<file path="src/rtl/core/rrdb_pkg.sv">
`timescale 1ns / 1ps
// ----------------------------------------------------------------------------
// rrdb_pkg
// Shared types, codes and defaults of the rectangular day ring pixel
// generator.
// ----------------------------------------------------------------------------
package rrdb_pkg;

  localparam int COORD_BITS_DEF     = 10;
  localparam int BAR_THICKNESS_DEF  = 5;
  localparam int TICK_INNER_LEN_DEF = 4;
  localparam int TICK_WIDTH_DEF     = 2;

  localparam int MIN_BITS     = 11;
  localparam int IDX_BITS     = 12;
  localparam int CFG_IDX_BITS = 3;
  localparam int IN_DATA_W    = ((IDX_BITS + MIN_BITS + 7) / 8) * 8;

  localparam int MINUTES_PER_DAY = 1440;
  localparam int MAX_MINUTE      = 1439;

  localparam int RST_RECT_LEFT   = 1;
  localparam int RST_RECT_TOP    = 51;
  localparam int RST_RECT_RIGHT  = 198;
  localparam int RST_RECT_BOTTOM = 149;
  localparam int RST_WORK_START  = 540;
  localparam int RST_WORK_END    = 1260;
  localparam int RST_LUNCH_START = 720;
  localparam int RST_LUNCH_END   = 840;

  typedef enum logic [CFG_IDX_BITS-1:0] {
    REG_RECT_LEFT   = 3'd0,
    REG_RECT_TOP    = 3'd1,
    REG_RECT_RIGHT  = 3'd2,
    REG_RECT_BOTTOM = 3'd3,
    REG_WORK_START  = 3'd4,
    REG_WORK_END    = 3'd5,
    REG_LUNCH_START = 3'd6,
    REG_LUNCH_END   = 3'd7
  } cfg_reg_t;

  typedef enum logic {
    CMD_PIXEL = 1'b0,
    CMD_TICK  = 1'b1
  } cmd_t;

  typedef enum logic [1:0] {
    KIND_NIGHT = 2'd0,
    KIND_WORK  = 2'd1,
    KIND_LUNCH = 2'd2
  } kind_t;

  typedef enum logic [1:0] {
    DIR_DOWN  = 2'd0,
    DIR_LEFT  = 2'd1,
    DIR_UP    = 2'd2,
    DIR_RIGHT = 2'd3
  } dir_t;

  function automatic logic content_colour(input kind_t kind, input logic dash);
    logic col;
    case (kind)
      KIND_NIGHT: col = 1'b0;
      KIND_WORK:  col = 1'b1;
      KIND_LUNCH: col = dash;
      default:    col = 1'b0;
    endcase
    return col;
  endfunction

endpackage

</file>
<file path="src/rtl/core/rrdb_div.sv">
`timescale 1ns / 1ps
// ----------------------------------------------------------------------------
// rrdb_div
// Pipelined restoring divider, one quotient bit per stage, with a sideband
// payload. The upper NB-QB dividend bits must be below the divisor.
// ----------------------------------------------------------------------------
module rrdb_div #(
  parameter int NB  = 23,
  parameter int QB  = 13,
  parameter int DB  = 12,
  parameter int PLW = 8
) (
  input  logic           clk,
  input  logic           rst_n,
  input  logic           en,
  input  logic           in_valid,
  input  logic [NB-1:0]  dividend,
  input  logic [DB-1:0]  divisor,
  input  logic [PLW-1:0] payload,
  output logic           out_valid,
  output logic [QB-1:0]  quotient,
  output logic [DB-1:0]  remainder,
  output logic [PLW-1:0] out_payload
);

  logic [QB-1:0]  vld_r;
  logic [DB-1:0]  rem_r [QB];
  logic [QB-1:0]  low_r [QB];
  logic [QB-1:0]  quo_r [QB];
  logic [DB-1:0]  dsr_r [QB];
  logic [PLW-1:0] pl_r  [QB];

  logic [DB-1:0]  rem_nxt [QB];
  logic [QB-1:0]  low_nxt [QB];
  logic [QB-1:0]  quo_nxt [QB];
  logic [DB-1:0]  dsr_nxt [QB];
  logic [PLW-1:0] pl_nxt  [QB];

  always_comb begin
    logic [DB:0]    trial;
    logic [DB:0]    diff;
    logic [DB-1:0]  rp;
    logic [DB-1:0]  dp;
    logic [QB-1:0]  lp;
    logic [QB-1:0]  qp;
    logic [PLW-1:0] pp;
    logic           ge;
    for (int k = 0; k < QB; k++) begin
      if (k == 0) begin
        rp = DB'(dividend[NB-1:QB]);
        lp = dividend[QB-1:0];
        qp = '0;
        dp = divisor;
        pp = payload;
      end else begin
        rp = rem_r[k-1];
        lp = low_r[k-1];
        qp = quo_r[k-1];
        dp = dsr_r[k-1];
        pp = pl_r[k-1];
      end
      trial      = {rp, lp[QB-1]};
      diff       = trial - {1'b0, dp};
      ge         = (trial >= {1'b0, dp});
      rem_nxt[k] = ge ? diff[DB-1:0] : trial[DB-1:0];
      low_nxt[k] = {lp[QB-2:0], 1'b0};
      quo_nxt[k] = {qp[QB-2:0], ge};
      dsr_nxt[k] = dp;
      pl_nxt[k]  = pp;
    end
  end

  always_ff @(posedge clk) begin
    if (!rst_n) begin
      vld_r <= '0;
    end else if (en) begin
      vld_r <= {vld_r[QB-2:0], in_valid};
    end
  end

  always_ff @(posedge clk) begin
    if (en) begin
      for (int k = 0; k < QB; k++) begin
        rem_r[k] <= rem_nxt[k];
        low_r[k] <= low_nxt[k];
        quo_r[k] <= quo_nxt[k];
        dsr_r[k] <= dsr_nxt[k];
        pl_r[k]  <= pl_nxt[k];
      end
    end
  end

  assign out_valid   = vld_r[QB-1];
  assign quotient    = quo_r[QB-1];
  assign remainder   = rem_r[QB-1];
  assign out_payload = pl_r[QB-1];

endmodule

</file>
<file path="src/rtl/core/rect_ring_day_bar_pixels.sv">
`timescale 1ns / 1ps
// ----------------------------------------------------------------------------
// rect_ring_day_bar_pixels
// Throughput: one pixel transaction per cycle while the output is not
//   stalled; a tick transaction holds the expander (and the input) until
//   all TICK_WIDTH * (BAR_THICKNESS + TICK_INNER_LEN) of its pixels issue.
// Reset: synchronous, active low; clears all valid bits and counters and
//   loads the register defaults. After a write, geometry settles once it
//   has passed through the first and second geometry levels.
// ----------------------------------------------------------------------------
module rect_ring_day_bar_pixels
  import rrdb_pkg::*;
#(
  parameter int COORD_BITS     = COORD_BITS_DEF,
  parameter int BAR_THICKNESS  = BAR_THICKNESS_DEF,
  parameter int TICK_INNER_LEN = TICK_INNER_LEN_DEF,
  parameter int TICK_WIDTH     = TICK_WIDTH_DEF,
  localparam int CFG_W    = (COORD_BITS > MIN_BITS) ? COORD_BITS : MIN_BITS,
  localparam int OUT_W    = ((2 * COORD_BITS + 3 + MIN_BITS + 7) / 8) * 8
) (
  input  logic                    clk,
  input  logic                    rst_n,
  input  logic                    in_tvalid,
  output logic                    in_tready,
  input  logic [IN_DATA_W-1:0]    in_tdata,   // perimeter_index, minute_now
  input  logic                    in_tuser,   // cmd
  output logic                    out_tvalid,
  input  logic                    out_tready,
  output logic [OUT_W-1:0]        out_tdata,  // pix_x, pix_y, inward_dir, colour,
                                              // minute_of_day
  output logic                    out_tlast,
  input  logic                    cfg_we,
  input  logic [CFG_IDX_BITS-1:0] cfg_index,
  input  logic [CFG_W-1:0]        cfg_wdata
);

  localparam int CB   = COORD_BITS;
  localparam int WB   = CB + 1;
  localparam int PB   = CB + 2;
  localparam int DB   = (PB > MIN_BITS) ? PB : MIN_BITS;
  localparam int SDB  = DB + 1;
  localparam int NB   = PB + MIN_BITS;
  localparam int QB   = PB + 1;
  localparam int VB   = (PB + 2 > 13) ? PB + 2 : 13;
  localparam int SVB  = VB + 1;
  localparam int GB   = VB + 1;
  localparam int TL   = BAR_THICKNESS + TICK_INNER_LEN;
  localparam int TB   = $clog2(TL);
  localparam int WCB  = (TICK_WIDTH > 1) ? $clog2(TICK_WIDTH) : 1;
  localparam int PL1  = 1 + MIN_BITS;
  localparam int PL2  = 2 + PB + MIN_BITS;

  // configuration registers
  logic [CB-1:0]       rect_left_r, rect_top_r, rect_right_r, rect_bottom_r;
  logic [MIN_BITS-1:0] work_start_r, work_end_r, lunch_start_r, lunch_end_r;

  always_ff @(posedge clk) begin
    if (!rst_n) begin
      rect_left_r   <= CB'(RST_RECT_LEFT);
      rect_top_r    <= CB'(RST_RECT_TOP);
      rect_right_r  <= CB'(RST_RECT_RIGHT);
      rect_bottom_r <= CB'(RST_RECT_BOTTOM);
      work_start_r  <= MIN_BITS'(RST_WORK_START);
      work_end_r    <= MIN_BITS'(RST_WORK_END);
      lunch_start_r <= MIN_BITS'(RST_LUNCH_START);
      lunch_end_r   <= MIN_BITS'(RST_LUNCH_END);
    end else if (cfg_we) begin
      case (cfg_reg_t'(cfg_index))
        REG_RECT_LEFT:   rect_left_r   <= cfg_wdata[CB-1:0];
        REG_RECT_TOP:    rect_top_r    <= cfg_wdata[CB-1:0];
        REG_RECT_RIGHT:  rect_right_r  <= cfg_wdata[CB-1:0];
        REG_RECT_BOTTOM: rect_bottom_r <= cfg_wdata[CB-1:0];
        REG_WORK_START:  work_start_r  <= cfg_wdata[MIN_BITS-1:0];
        REG_WORK_END:    work_end_r    <= cfg_wdata[MIN_BITS-1:0];
        REG_LUNCH_START: lunch_start_r <= cfg_wdata[MIN_BITS-1:0];
        REG_LUNCH_END:   lunch_end_r   <= cfg_wdata[MIN_BITS-1:0];
        default: ;
      endcase
    end
  end

  // geometry, first level: clamped width and height, lunch midpoint
  logic [CB+1:0]       dw, dh;
  logic [WB-1:0]       g1_w_r, g1_h_r;
  logic [CB-1:0]       g1_x0_r, g1_y0_r;
  logic [MIN_BITS-1:0] g1_lm_r;
  logic [MIN_BITS:0]   lsum;

  assign dw   = {2'b00, rect_right_r} - {2'b00, rect_left_r} + (CB+2)'(1);
  assign dh   = {2'b00, rect_bottom_r} - {2'b00, rect_top_r} + (CB+2)'(1);
  assign lsum = {1'b0, lunch_start_r} + {1'b0, lunch_end_r};

  always_ff @(posedge clk) begin
    g1_w_r  <= ($signed(dw) < $signed((CB+2)'(2))) ? WB'(2) : dw[WB-1:0];
    g1_h_r  <= ($signed(dh) < $signed((CB+2)'(2))) ? WB'(2) : dh[WB-1:0];
    g1_x0_r <= rect_left_r;
    g1_y0_r <= rect_top_r;
    g1_lm_r <= lsum[MIN_BITS:1];
  end

  // geometry, second level: perimeter, multiples, segment bounds
  logic [GB-1:0]       we, he, x0e, y0e;
  logic [PB-1:0]       g_p_r, g_th1_r, g_th2_r, g_th3_r;
  logic [VB-1:0]       g_p2_r, g_p3_r;
  logic [CB-1:0]       g_hw_r, g_x0_r, g_y0_r, g_x1_r, g_y1_r;
  logic [CB-1:0]       g_c1_r, g_c2_r, g_c3_r;
  logic [MIN_BITS-1:0] g_lm_r;

  assign we  = GB'(g1_w_r);
  assign he  = GB'(g1_h_r);
  assign x0e = GB'(g1_x0_r);
  assign y0e = GB'(g1_y0_r);

  always_ff @(posedge clk) begin
    g_p_r   <= PB'((we << 1) + (he << 1) - GB'(4));
    g_p2_r  <= VB'((we << 2) + (he << 2) - GB'(8));
    g_p3_r  <= VB'((we << 2) + (we << 1) + (he << 2) + (he << 1) - GB'(12));
    g_th1_r <= PB'(we);
    g_th2_r <= PB'(we + he - GB'(1));
    g_th3_r <= PB'((we << 1) + he - GB'(2));
    g_hw_r  <= CB'(g1_w_r >> 1);
    g_x0_r  <= g1_x0_r;
    g_y0_r  <= g1_y0_r;
    g_x1_r  <= CB'(x0e + we - GB'(1));
    g_y1_r  <= CB'(y0e + he - GB'(1));
    g_c1_r  <= CB'(y0e - we + GB'(1));
    g_c2_r  <= CB'(x0e + (we << 1) + he - GB'(3));
    g_c3_r  <= CB'(y0e + (we << 1) + (he << 1) - GB'(4));
    g_lm_r  <= g1_lm_r;
  end

  // handshake control
  logic en_f, en_b;
  logic x_valid_r, x_done;
  logic out_valid_r;

  assign en_b      = !out_valid_r || out_tready;
  assign en_f      = !x_valid_r || (en_b && x_done);
  assign in_tready = en_f;

  // S0 capture, S1 saturate
  logic                s0_valid_r, s1_valid_r;
  cmd_t                s0_cmd_r, s1_cmd_r;
  logic [IDX_BITS-1:0] s0_idx_r, s1_idx_r;
  logic [MIN_BITS-1:0] s0_now_r, s1_now_r;

  always_ff @(posedge clk) begin
    if (!rst_n) begin
      s0_valid_r <= 1'b0;
      s1_valid_r <= 1'b0;
    end else if (en_f) begin
      s0_valid_r <= in_tvalid;
      s1_valid_r <= s0_valid_r;
    end
  end

  always_ff @(posedge clk) begin
    if (en_f) begin
      s0_cmd_r <= cmd_t'(in_tuser);
      s0_idx_r <= in_tdata[IDX_BITS-1:0];
      s0_now_r <= in_tdata[IDX_BITS+MIN_BITS-1:IDX_BITS];
      s1_cmd_r <= s0_cmd_r;
      s1_idx_r <= s0_idx_r;
      s1_now_r <= (s0_now_r > MIN_BITS'(MAX_MINUTE)) ? MIN_BITS'(MAX_MINUTE) : s0_now_r;
    end
  end

  // index modulo perimeter
  logic                d1_valid;
  logic [PB-1:0]       d1_rem;
  logic [PL1-1:0]      d1_pl;
  cmd_t                d1_cmd;
  logic [MIN_BITS-1:0] d1_now;

  rrdb_div #(
    .NB  (IDX_BITS + 1),
    .QB  (IDX_BITS),
    .DB  (PB),
    .PLW (PL1)
  ) u_mod_div (
    .clk         (clk),
    .rst_n       (rst_n),
    .en          (en_f),
    .in_valid    (s1_valid_r),
    .dividend    ({1'b0, s1_idx_r}),
    .divisor     (g_p_r),
    .payload     ({s1_cmd_r, s1_now_r}),
    .out_valid   (d1_valid),
    .quotient    (),
    .remainder   (d1_rem),
    .out_payload (d1_pl)
  );

  assign d1_cmd = cmd_t'(d1_pl[PL1-1]);
  assign d1_now = d1_pl[MIN_BITS-1:0];

  // SA offset, SB product, SC magnitude
  logic                   sa_valid_r, sb_valid_r, sc_valid_r;
  cmd_t                   sa_cmd_r, sb_cmd_r, sc_cmd_r;
  logic [PB-1:0]          sa_p_r, sb_p_r, sc_p_r;
  logic [MIN_BITS-1:0]    sa_now_r, sb_now_r, sc_now_r;
  logic signed [SDB-1:0]  sa_sd_r;
  logic [DB-1:0]          sa_mb_r, sb_dsr_r, sc_dsr_r;
  logic signed [2*DB+1:0] prod_full;
  logic signed [NB:0]     sb_prod_r;
  logic [NB:0]            prod_neg;
  logic [NB-1:0]          sc_mag_r;
  logic                   sc_neg_r;

  assign prod_full = sa_sd_r * $signed({1'b0, sa_mb_r});
  assign prod_neg  = -sb_prod_r;

  always_ff @(posedge clk) begin
    if (!rst_n) begin
      sa_valid_r <= 1'b0;
      sb_valid_r <= 1'b0;
      sc_valid_r <= 1'b0;
    end else if (en_f) begin
      sa_valid_r <= d1_valid;
      sb_valid_r <= sa_valid_r;
      sc_valid_r <= sb_valid_r;
    end
  end

  always_ff @(posedge clk) begin
    if (en_f) begin
      sa_cmd_r <= d1_cmd;
      sa_p_r   <= d1_rem;
      sa_now_r <= d1_now;
      if (d1_cmd == CMD_PIXEL) begin
        sa_sd_r <= $signed(SDB'(d1_rem)) - $signed(SDB'(g_hw_r));
        sa_mb_r <= DB'(MINUTES_PER_DAY);
      end else begin
        sa_sd_r <= $signed(SDB'(d1_now)) - $signed(SDB'(g_lm_r));
        sa_mb_r <= DB'(g_p_r);
      end
      sb_cmd_r  <= sa_cmd_r;
      sb_p_r    <= sa_p_r;
      sb_now_r  <= sa_now_r;
      sb_prod_r <= prod_full[NB:0];
      sb_dsr_r  <= (sa_cmd_r == CMD_PIXEL) ? DB'(g_p_r) : DB'(MINUTES_PER_DAY);
      sc_cmd_r  <= sb_cmd_r;
      sc_p_r    <= sb_p_r;
      sc_now_r  <= sb_now_r;
      sc_dsr_r  <= sb_dsr_r;
      sc_neg_r  <= sb_prod_r[NB];
      sc_mag_r  <= sb_prod_r[NB] ? prod_neg[NB-1:0] : sb_prod_r[NB-1:0];
    end
  end

  // scaled quotient, truncated toward zero by sign and magnitude
  logic                d2_valid;
  logic [QB-1:0]       d2_q;
  logic [PL2-1:0]      d2_pl;
  cmd_t                d2_cmd;
  logic                d2_neg;
  logic [PB-1:0]       d2_p;
  logic [MIN_BITS-1:0] d2_now;

  rrdb_div #(
    .NB  (NB),
    .QB  (QB),
    .DB  (DB),
    .PLW (PL2)
  ) u_scale_div (
    .clk         (clk),
    .rst_n       (rst_n),
    .en          (en_f),
    .in_valid    (sc_valid_r),
    .dividend    (sc_mag_r),
    .divisor     (sc_dsr_r),
    .payload     ({sc_cmd_r, sc_neg_r, sc_p_r, sc_now_r}),
    .out_valid   (d2_valid),
    .quotient    (d2_q),
    .remainder   (),
    .out_payload (d2_pl)
  );

  assign d2_cmd = cmd_t'(d2_pl[PL2-1]);
  assign d2_neg = d2_pl[PL2-2];
  assign d2_p   = d2_pl[PB+MIN_BITS-1:MIN_BITS];
  assign d2_now = d2_pl[MIN_BITS-1:0];

  // SE offset sum, SF wrap
  logic                  se_valid_r, sf_valid_r;
  cmd_t                  se_cmd_r, sf_cmd_r;
  logic [PB-1:0]         se_p_r, sf_p_r;
  logic [MIN_BITS-1:0]   se_now_r, sf_now_r;
  logic [VB-1:0]         se_v_r;
  logic signed [SVB-1:0] qs, v_nxt;
  logic [VB-1:0]         m1, m2, m3, wrap_nxt;
  logic [DB-1:0]         sf_res_r;

  always_comb begin
    qs = d2_neg ? -$signed(SVB'(d2_q)) : $signed(SVB'(d2_q));
    if (d2_cmd == CMD_PIXEL) begin
      v_nxt = qs + $signed(SVB'(g_lm_r)) + $signed(SVB'(MINUTES_PER_DAY));
    end else begin
      v_nxt = qs + $signed(SVB'(g_hw_r)) + $signed(SVB'(g_p2_r));
    end
  end

  always_comb begin
    if (se_cmd_r == CMD_PIXEL) begin
      m1 = VB'(MINUTES_PER_DAY);
      m2 = VB'(2 * MINUTES_PER_DAY);
      m3 = VB'(3 * MINUTES_PER_DAY);
    end else begin
      m1 = VB'(g_p_r);
      m2 = g_p2_r;
      m3 = g_p3_r;
    end
    if (se_v_r >= m3) begin
      wrap_nxt = se_v_r - m3;
    end else if (se_v_r >= m2) begin
      wrap_nxt = se_v_r - m2;
    end else if (se_v_r >= m1) begin
      wrap_nxt = se_v_r - m1;
    end else begin
      wrap_nxt = se_v_r;
    end
  end

  always_ff @(posedge clk) begin
    if (!rst_n) begin
      se_valid_r <= 1'b0;
      sf_valid_r <= 1'b0;
    end else if (en_f) begin
      se_valid_r <= d2_valid;
      sf_valid_r <= se_valid_r;
    end
  end

  always_ff @(posedge clk) begin
    if (en_f) begin
      se_cmd_r <= d2_cmd;
      se_p_r   <= d2_p;
      se_now_r <= d2_now;
      se_v_r   <= VB'(v_nxt);
      sf_cmd_r <= se_cmd_r;
      sf_p_r   <= se_p_r;
      sf_now_r <= se_now_r;
      sf_res_r <= DB'(wrap_nxt);
    end
  end

  // X: expander holding one transaction, classify minute on load
  cmd_t                x_cmd_r;
  logic [PB-1:0]       x_idx_r;
  logic [MIN_BITS-1:0] x_min_r;
  kind_t               x_kind_r;
  logic [WCB-1:0]      x_w_r;
  logic [TB-1:0]       x_t_r;
  logic [MIN_BITS-1:0] sf_min;
  kind_t               kind_nxt;
  logic [PB:0]         x_sum;
  logic [PB-1:0]       x_i;

  assign sf_min = (sf_cmd_r == CMD_PIXEL) ? sf_res_r[MIN_BITS-1:0] : sf_now_r;

  always_comb begin
    if (sf_min < work_start_r || sf_min >= work_end_r) begin
      kind_nxt = KIND_NIGHT;
    end else if (sf_min >= lunch_start_r && sf_min < lunch_end_r) begin
      kind_nxt = KIND_LUNCH;
    end else begin
      kind_nxt = KIND_WORK;
    end
  end

  assign x_done = (x_cmd_r == CMD_PIXEL) ||
                  (x_w_r == WCB'(TICK_WIDTH - 1) && x_t_r == TB'(TL - 1));
  assign x_sum  = {1'b0, x_idx_r} + (PB+1)'(x_w_r);
  assign x_i    = (x_sum >= {1'b0, g_p_r}) ? PB'(x_sum - {1'b0, g_p_r}) : x_sum[PB-1:0];

  always_ff @(posedge clk) begin
    if (!rst_n) begin
      x_valid_r <= 1'b0;
      x_w_r     <= '0;
      x_t_r     <= '0;
    end else if (en_f) begin
      x_valid_r <= sf_valid_r;
      x_w_r     <= '0;
      x_t_r     <= '0;
    end else if (en_b && x_valid_r) begin
      if (x_t_r == TB'(TL - 1)) begin
        x_t_r <= '0;
        x_w_r <= x_w_r + WCB'(1);
      end else begin
        x_t_r <= x_t_r + TB'(1);
      end
    end
  end

  always_ff @(posedge clk) begin
    if (en_f) begin
      x_cmd_r  <= sf_cmd_r;
      x_idx_r  <= (sf_cmd_r == CMD_PIXEL) ? sf_p_r : PB'(sf_res_r);
      x_min_r  <= sf_min;
      x_kind_r <= kind_nxt;
    end
  end

  // L0 issue, L1 locate and colour, L2 step inward into output register
  logic                l0_valid_r, l1_valid_r;
  cmd_t                l0_cmd_r;
  logic [PB-1:0]       l0_idx_r;
  logic [TB-1:0]       l0_t_r, l1_t_r;
  kind_t               l0_kind_r;
  logic [MIN_BITS-1:0] l0_min_r, l1_min_r, out_min_r;
  logic                l0_last_r, l1_last_r, out_last_r;
  logic [CB-1:0]       l1_x_r, l1_y_r, out_x_r, out_y_r;
  dir_t                l1_dir_r, out_dir_r;
  logic                l1_col_r, out_col_r;
  logic [CB-1:0]       iw, loc_x, loc_y, tt, step_x, step_y;
  dir_t                loc_dir;
  logic                cc, col_nxt;

  assign iw = l0_idx_r[CB-1:0];

  always_comb begin
    if (l0_idx_r < g_th1_r) begin
      loc_x   = g_x0_r + iw;
      loc_y   = g_y0_r;
      loc_dir = DIR_DOWN;
    end else if (l0_idx_r < g_th2_r) begin
      loc_x   = g_x1_r;
      loc_y   = g_c1_r + iw;
      loc_dir = DIR_LEFT;
    end else if (l0_idx_r < g_th3_r) begin
      loc_x   = g_c2_r - iw;
      loc_y   = g_y1_r;
      loc_dir = DIR_UP;
    end else begin
      loc_x   = g_x0_r;
      loc_y   = g_c3_r - iw;
      loc_dir = DIR_RIGHT;
    end
  end

  always_comb begin
    cc = content_colour(l0_kind_r, l0_idx_r[1]);
    if (l0_cmd_r == CMD_PIXEL) begin
      col_nxt = cc;
    end else if ({1'b0, l0_t_r} >= (TB+1)'(BAR_THICKNESS)) begin
      col_nxt = 1'b1;
    end else if (l0_t_r == '0 || l0_t_r == TB'(BAR_THICKNESS - 1)) begin
      col_nxt = 1'b0;
    end else begin
      col_nxt = ~cc;
    end
  end

  assign tt = CB'(l1_t_r);

  always_comb begin
    step_x = l1_x_r;
    step_y = l1_y_r;
    case (l1_dir_r)
      DIR_DOWN:  step_y = l1_y_r + tt;
      DIR_LEFT:  step_x = l1_x_r - tt;
      DIR_UP:    step_y = l1_y_r - tt;
      DIR_RIGHT: step_x = l1_x_r + tt;
      default: ;
    endcase
  end

  always_ff @(posedge clk) begin
    if (!rst_n) begin
      l0_valid_r  <= 1'b0;
      l1_valid_r  <= 1'b0;
      out_valid_r <= 1'b0;
    end else if (en_b) begin
      l0_valid_r  <= x_valid_r;
      l1_valid_r  <= l0_valid_r;
      out_valid_r <= l1_valid_r;
    end
  end

  always_ff @(posedge clk) begin
    if (en_b) begin
      l0_cmd_r   <= x_cmd_r;
      l0_idx_r   <= x_i;
      l0_t_r     <= x_t_r;
      l0_kind_r  <= x_kind_r;
      l0_min_r   <= x_min_r;
      l0_last_r  <= x_done;
      l1_x_r     <= loc_x;
      l1_y_r     <= loc_y;
      l1_dir_r   <= loc_dir;
      l1_col_r   <= col_nxt;
      l1_t_r     <= l0_t_r;
      l1_min_r   <= l0_min_r;
      l1_last_r  <= l0_last_r;
      out_x_r    <= step_x;
      out_y_r    <= step_y;
      out_dir_r  <= l1_dir_r;
      out_col_r  <= l1_col_r;
      out_min_r  <= l1_min_r;
      out_last_r <= l1_last_r;
    end
  end

  assign out_tvalid = out_valid_r;
  assign out_tdata  = OUT_W'({out_min_r, out_col_r, out_dir_r, out_y_r, out_x_r});
  assign out_tlast  = out_last_r;

endmodule
</file>
<file path="config.mk">
export PLATFORM = sky130hd
export DESIGN_NAME = rect_ring_day_bar_pixels
export DESIGN_NICKNAME = d
export VERILOG_FILES = /design/src/rtl/core/rrdb_pkg.sv /design/src/rtl/core/rrdb_div.sv /design/src/rtl/core/rect_ring_day_bar_pixels.sv
export SDC_FILE = /design/constraint.sdc
export NUM_CORES = 2
export LEC_CHECK = 0
export BUFFER_PORTS_ARGS = -buffer_cell sky130_fd_sc_hd__buf_2
export CORE_ASPECT_RATIO = 0.75
export CORE_UTILIZATION = 25
export CTS_BUF_LIST = sky130_fd_sc_hd__clkbuf_4
export DETAILED_ROUTE_END_ITERATION = 7
export PLACE_DENSITY = 0.39
export SYNTH_ARGS = -nofsm -noshare
export SYNTH_HDL_FRONTEND = slang
export SYNTH_SLANG_ARGS = --single-unit
export TNS_END_PERCENT = 30
</file>
<file path="constraint.sdc">
create_clock -name clk -period 276.7 [get_ports clk]
set_input_delay 69.175 -clock clk [delete_from_list [all_inputs] [get_ports clk]]
set_output_delay 69.175 -clock clk [all_outputs]
set_load 0.005 [all_outputs]
</file>
== Word-level counts from Yosys, hierarchy flattened ==
Memories as Yosys holds them, arrays and structs flattened.
Index checks and enable logic that the tools add are counted.

* Output and inout port bits: 43
* Word-level logic and storage cells: 322
* Memories kept: 9
* Memory bits (writable): 1526
* Bits in registers: 766
* Bits of input ports: 44

* Bitwise operators: 3
* Multiplexer cells: 56
* $lt $le $gt $ge: 40
* Reduce and logical (&&, ||, !) cells: 25
* Multiply operators: 1
* Add/sub/neg operators: 77
* Eq/ne operators: 14

{| class="wikitable"
|+ Memory list
! name !! depth !! width !! read ports !! clocked after Yosys merged registers in !! wr ports !! line !! RTL
|-
| u_scale_div.pl_r || 13 || 25 || 13 || 0 || 13 || rrdb_div.sv:31 || <nowiki>logic [PLW-1:0] pl_r [QB];</nowiki>
|-
| u_scale_div.quo_r || 13 || 13 || 13 || 0 || 13 || rrdb_div.sv:29 || <nowiki>logic [QB-1:0] quo_r [QB];</nowiki>
|-
| u_scale_div.dsr_r || 13 || 12 || 12 || 0 || 13 || rrdb_div.sv:30 || <nowiki>logic [DB-1:0] dsr_r [QB];</nowiki>
|-
| u_scale_div.low_r || 13 || 12 || 12 || 0 || 13 || rrdb_div.sv:28 || <nowiki>logic [QB-1:0] low_r [QB];</nowiki>
|-
| u_scale_div.rem_r || 13 || 12 || 12 || 0 || 13 || rrdb_div.sv:27 || <nowiki>logic [DB-1:0] rem_r [QB];</nowiki>
|-
| u_mod_div.dsr_r || 12 || 12 || 11 || 0 || 12 || rrdb_div.sv:30 ||
|-
| +3 memories || -- || -- || -- || -- || -- || -- ||
|}

{| class="wikitable"
|+ Operator list
! operator !! number
|-
| 12-bit 2-to-1 mux || 31
|-
| 12-bit subtractor || 27
|-
| 13-bit by 12-bit greater-or-equal comparator with 1-bit output || 24
|-
| 10-bit adder || 8
|-
| 10-bit 2-to-1 mux || 6
|-
| 14-bit 2-to-1 mux || 4
|-
| 10-bit case mux with 2 select lines || 2
|-
| 10-bit subtractor || 3
|-
| 14-bit by 12-bit adder with 14-bit output || 2
|-
| 14-bit greater-or-equal comparator || 2
|-
| 14-bit by 4-bit subtractor with 14-bit output (second input constant) || 2
|-
| 11-bit by 11-bit adder with 12-bit output || 2
|-
| 11-bit by 2-bit adder with 12-bit output (second input constant) || 2
|-
| 12-bit < comparator || 2
|-
| 12-bit by 3-bit < comparator with 1-bit output (second input constant) || 2
|-
| 13-bit by 13-bit multiplier with 24-bit output || 1
|-
| 23-bit 2-to-1 mux || 1
|-
| 23-bit negator || 1
|-
| 11-bit greater-or-equal comparator || 2
|-
| 11-bit < comparator || 2
|-
| 10-bit by 10-bit subtractor with 11-bit output || 2
|-
| 10-bit by 4-bit adder with 10-bit output || 2
|-
| 10-bit by 1-bit subtractor with 10-bit output (second input constant) || 2
|-
| 10-bit by 4-bit subtractor with 10-bit output || 2
|-
| 50 further kinds || 82
|}

== Logic depth before layout (Yosys ltp) ==
* Word-level depth: 7
* Gate-level depth with buffers: 23
* Mapped depth without buffers: 22

== Cells and area by module ==
Synthesis repeated with hierarchy kept, for this count alone.

* Cells, all modules: 7906
* Area total of the unflattened synthesis: 102244.3 um^2

{| class="wikitable"
|+ By module, submodules not included
! module !! area an instance (um^2) !! times used !! cells an instance !! sequential area each (um^2)
|-
| rect_ring_day_bar_pixels || 43165.1 || 1 || 4054 || 18367.6
|-
| rrdb_div (u_scale_div) || 33522.2 || 1 || 2141 || 24103.1
|-
| rrdb_div (u_mod_div) || 25557.0 || 1 || 1711 || 17176.5
|}

== Worst setup path after synthesis ==
OpenSTA, ideal clock, no wires.

* Kind: input -> output
* From: input port out_tready
* To: output port in_tready
* Path buffers: 2
* Stages on the path: 7
* Setup slack: 94.001 ns
* Required time: 207.525 ns
* Arrival time: 113.524 ns
* Cells stage by stage: nor2b_1 > inv_1 > nand2_1 > and2_1 > clkbuf_1 > inv_1 > buf_1

* Word-level cells in the longest chain between the ends: 3

{| class="wikitable"
|+ RTL lines
! what !! line !! RTL
|-
| start: declaration || rect_ring_day_bar_pixels.sv:28 || <nowiki>input logic out_tready,</nowiki>
|-
| 1-bit logical OR || rect_ring_day_bar_pixels.sv:137 || <nowiki>assign en_b = !out_valid_r || out_tready;</nowiki>
|-
| 1-bit logical AND || rect_ring_day_bar_pixels.sv:138 || <nowiki>assign en_f = !x_valid_r || (en_b && x_done);</nowiki>
|-
| 1-bit logical OR || rect_ring_day_bar_pixels.sv:138 ||
|-
| end: declaration || rect_ring_day_bar_pixels.sv:24 || <nowiki>output logic in_tready,</nowiki>
|}

No other way between the ends.

== Worst setup path in the final report ==
Ends and elaborated chain as after synthesis.

==> impl_results.md <==
- Synth warnings: 0
- Synthesized area: roughly 0.095 mm²
- GRT Residual Overflow: 0
- Via density: 4.201
- F_max: 0.007104 GHz
- Fill count: roughly 39k
- Async S/R FF share, synth: 0%
- CP delay by family, top: buffers and inverters
- Final #Nets: ~9k
- WP buf/inv: 6
- Cts hold-fix bufs: 0
- Setup Skew: between 0.2 and 0.25 ns
- Total wire length: 221100 µm
- # rows: slightly below 200
- M1 wire length: 115700 µm
- Syn Inst Count: 7322
- GRT Total Usage: a little under an eighth
- DIE WIDTH: a little over 700 µm
- Main synth FF type: edfxtp_1
- ANT nets after route: 0
- Critical path type: in2out
- Status: complete, no violations
- Syn_area_per_cell: roughly 13 µm²
- Commonest non-fill, non-tap cell in the layout: edfxtp_1
- Clk root buf: clkbuf_4
- IO Pins: just under 90
- Final RePlAce weighted congestion: about 0.8
- Core Area: around 0.38 mm²
- DPL Wire Length: 157800 µm
- CP Cell Sequence: buf_2 -> nor2b_1 -> inv_4 -> nand2_1 -> and2_1 -> buf_4 -> inv_8 -> buf_4 -> buf_2
- Router iterations before antenna repair: 5
- CP Data Required Time: approximately 210 ns
- Die Area: between 0.3 and 0.4 mm²
- Met2 wire length: around 90000 µm
- Max Fanout on Critical Path: 73
- Cts bufs inserted: roughly 540
- Cell variety after synth: between 80 and 90
- Starting Density: 25.16%
- Slowest-stage cell, CP: inv_4
- Post-synth EDFFs: around 1.7k
- DIE HEIGHT: approximately 540 µm
- Layout overhead on the synthesized area: 14.00%
- Vias in the first global route: between 50k and 60k
- Vias: 55.66k
- WL/cell: around 17 µm
- Fraction of layout cells with a size suffix above 1: between 10% and 20%
- Relative slew slack: between 10% and 20%
- Tcrit/Tclk final: between 50% and 60%
- Initial DRC count: 3104
- Commonest non-fill, non-tap cells in the layout: 1650 x edfxtp_1, 919 x inv_1, 772 x clkbuf_4
- Worst Hold Class: reg2reg
- Min cycle time layout: approximately 140 ns
- H-tree lvl count: 6
- Crit. End Element: output pin
- Worst setup SP type: input pin
- Initial antenna violation count: 21
- Endpoints failing setup: 0
- Top Metal Used: met5
- Setup_tns: 0 ns
- Register Area: 0.05589 mm²
- Final hold violations: 0
- First-pass GRT wire length: about 340000 µm
- Max_cap viols: 0
- Clock-pin slew on the worst setup and hold paths: 0.06 ns
- # Post-CTS Setup Buffers: 0
- Post-CTS Resized: 0
- Multi-input gate area: ~0.035 mm²
- Clock buffer depth: 4
- Met3 WL post-DR: 11250 µm
- CP peak stage delay: 0.59 ns
- Data arrival, critical path: between 70 and 80 ns
- Clock Latency Late Sink: between 1 and 1.5 ns
- Worst Tran Pin Value: between 1 and 1.5 ns
- Number of synthesized register bits: slightly below 2k
- # port buffers: a little under 80
- CTS tree: yes
- Register area share after synthesis: 58.94%
- RSZ-0062 raised after global routing: no
- Largest net degree at the start of global routing: 163
- DRC violations left: 0
- Clock Sink Count: between 1.5k and 2k
- Slew Limit Fails: 0
path summary, 6_finish.rpt:
| kind | startpoint | to | slack (ns) | cells past startpoint |
|---|---|---|---|---|
| worst max-delay path | out_tready | in_tready | 135.94 | 9 |
| worst min-delay path | g1_lm_r[8] | g_lm_r[8] | 0.33 | 0 |
| worst max register to register | out_tvalid | u_mod_div.dsr_r[1][33] | 269.71 | 11 |
| worst min register to register | g1_lm_r[8] | g_lm_r[8] | 0.33 | 0 |
sequential cells by signal, indices dropped and copies added, names as in the netlist, 66 cells and up:
register           cells
u_scale_div.dsr_r    132
u_mod_div.pl_r       144
u_scale_div.rem_r    144
u_scale_div.quo_r     91
u_mod_div.low_r       66
u_scale_div.pl_r     325
u_mod_div.dsr_r      121
u_scale_div.low_r     66
u_mod_div.rem_r      144
layout make-up:
type	instances	share of cell area [%]
clock buffer	772	5.361
timing repair buffer	128	0.7291
sequential	1967	51.70
tap	5023	5.813
antenna	5	0.01157
clock inverter	122	0.7882
multi-input combinational	4311	32.39
inverter	922	3.210
synth_stat cells (7+ instances only):
library cell | instances | area share [%]
edfxtp_1 | 1650 | 52
inv_1 | 921 | 3.6
ha_1 | 758 | 10
nand2_1 | 475 | 1.9
nor2_1 | 326 | 1.3
xnor2_1 | 318 | 2.9
dfxtp_1 | 317 | 6.7
a21oi_1 | 290 | 1.5
o21ai_0 | 258 | 1.4
mux2_2 | 203 | 2.4
fa_1 | 191 | 4.0
xor2_1 | 150 | 1.4
a21o_1 | 135 | 1.1
o21a_1 | 126 | 1.0
a21boi_0 | 119 | 0.94
and2_1 | 105 | 0.69
clkbuf_1 | 104 | 0.41
nor3_1 | 88 | 0.46
nand2b_1 | 86 | 0.57
nor2b_1 | 82 | 0.54
o21bai_1 | 57 | 0.45
nand3_1 | 55 | 0.29
mux2i_1 | 46 | 0.49
or3_1 | 42 | 0.28
o211ai_1 | 39 | 0.31
o31ai_1 | 37 | 0.29
and3_1 | 30 | 0.20
a31oi_1 | 29 | 0.19
a211oi_1 | 23 | 0.18
nand4_1 | 21 | 0.14
or4_1 | 21 | 0.17
nor4_1 | 19 | 0.13
nand4b_1 | 15 | 0.14
or2_2 | 15 | 0.099
o41ai_1 | 13 | 0.12
buf_4 | 12 | 0.095
o211a_1 | 12 | 0.13
o311a_1 | 11 | 0.12
o31a_1 | 11 | 0.10
a41oi_1 | 9 | 0.083
a22o_1 | 7 | 0.065
logic make-up after synthesis:
kind of cell             synth area share [%]
multiplexers                            2.896
flip-flops                              58.94
adder cells (fa/ha/maj)                 14.03
buffers and inverters                   4.234
other                                0.003954
AO/OA/AOI/OAI                           8.500
XOR/XNOR                                4.340
AND/OR/NAND/NOR                         7.052
stage by stage:
stage	instance area, µm²	hold slack, ns	util, %	std cells	setup slack, ns
after global placement	101400	0.3189	26.91	12350	135.83
after CTS	108100	0.2941	28.68	13250	135.85
final	108100	0.3254	28.68	13250	135.94
after floorplan	94870	0.3096	-	7332	94.00
after detailed placement	101400	0.3121	26.91	12350	135.85
after global routing	108100	0.3048	28.68	13250	135.73
layer usage:
metal | up-vias | global-route usage (%)
li1 | 27290 | -
met1 | 26930 | 17.10
met2 | 1050 | 16.26
met3 | 377 | 2.360
met4 | 16 | 3.257
met5 | - | 0
Power is left out: the tool's default activity adds up to more than one toggle a clock period on the data nets, which glitch-free logic cannot reach.
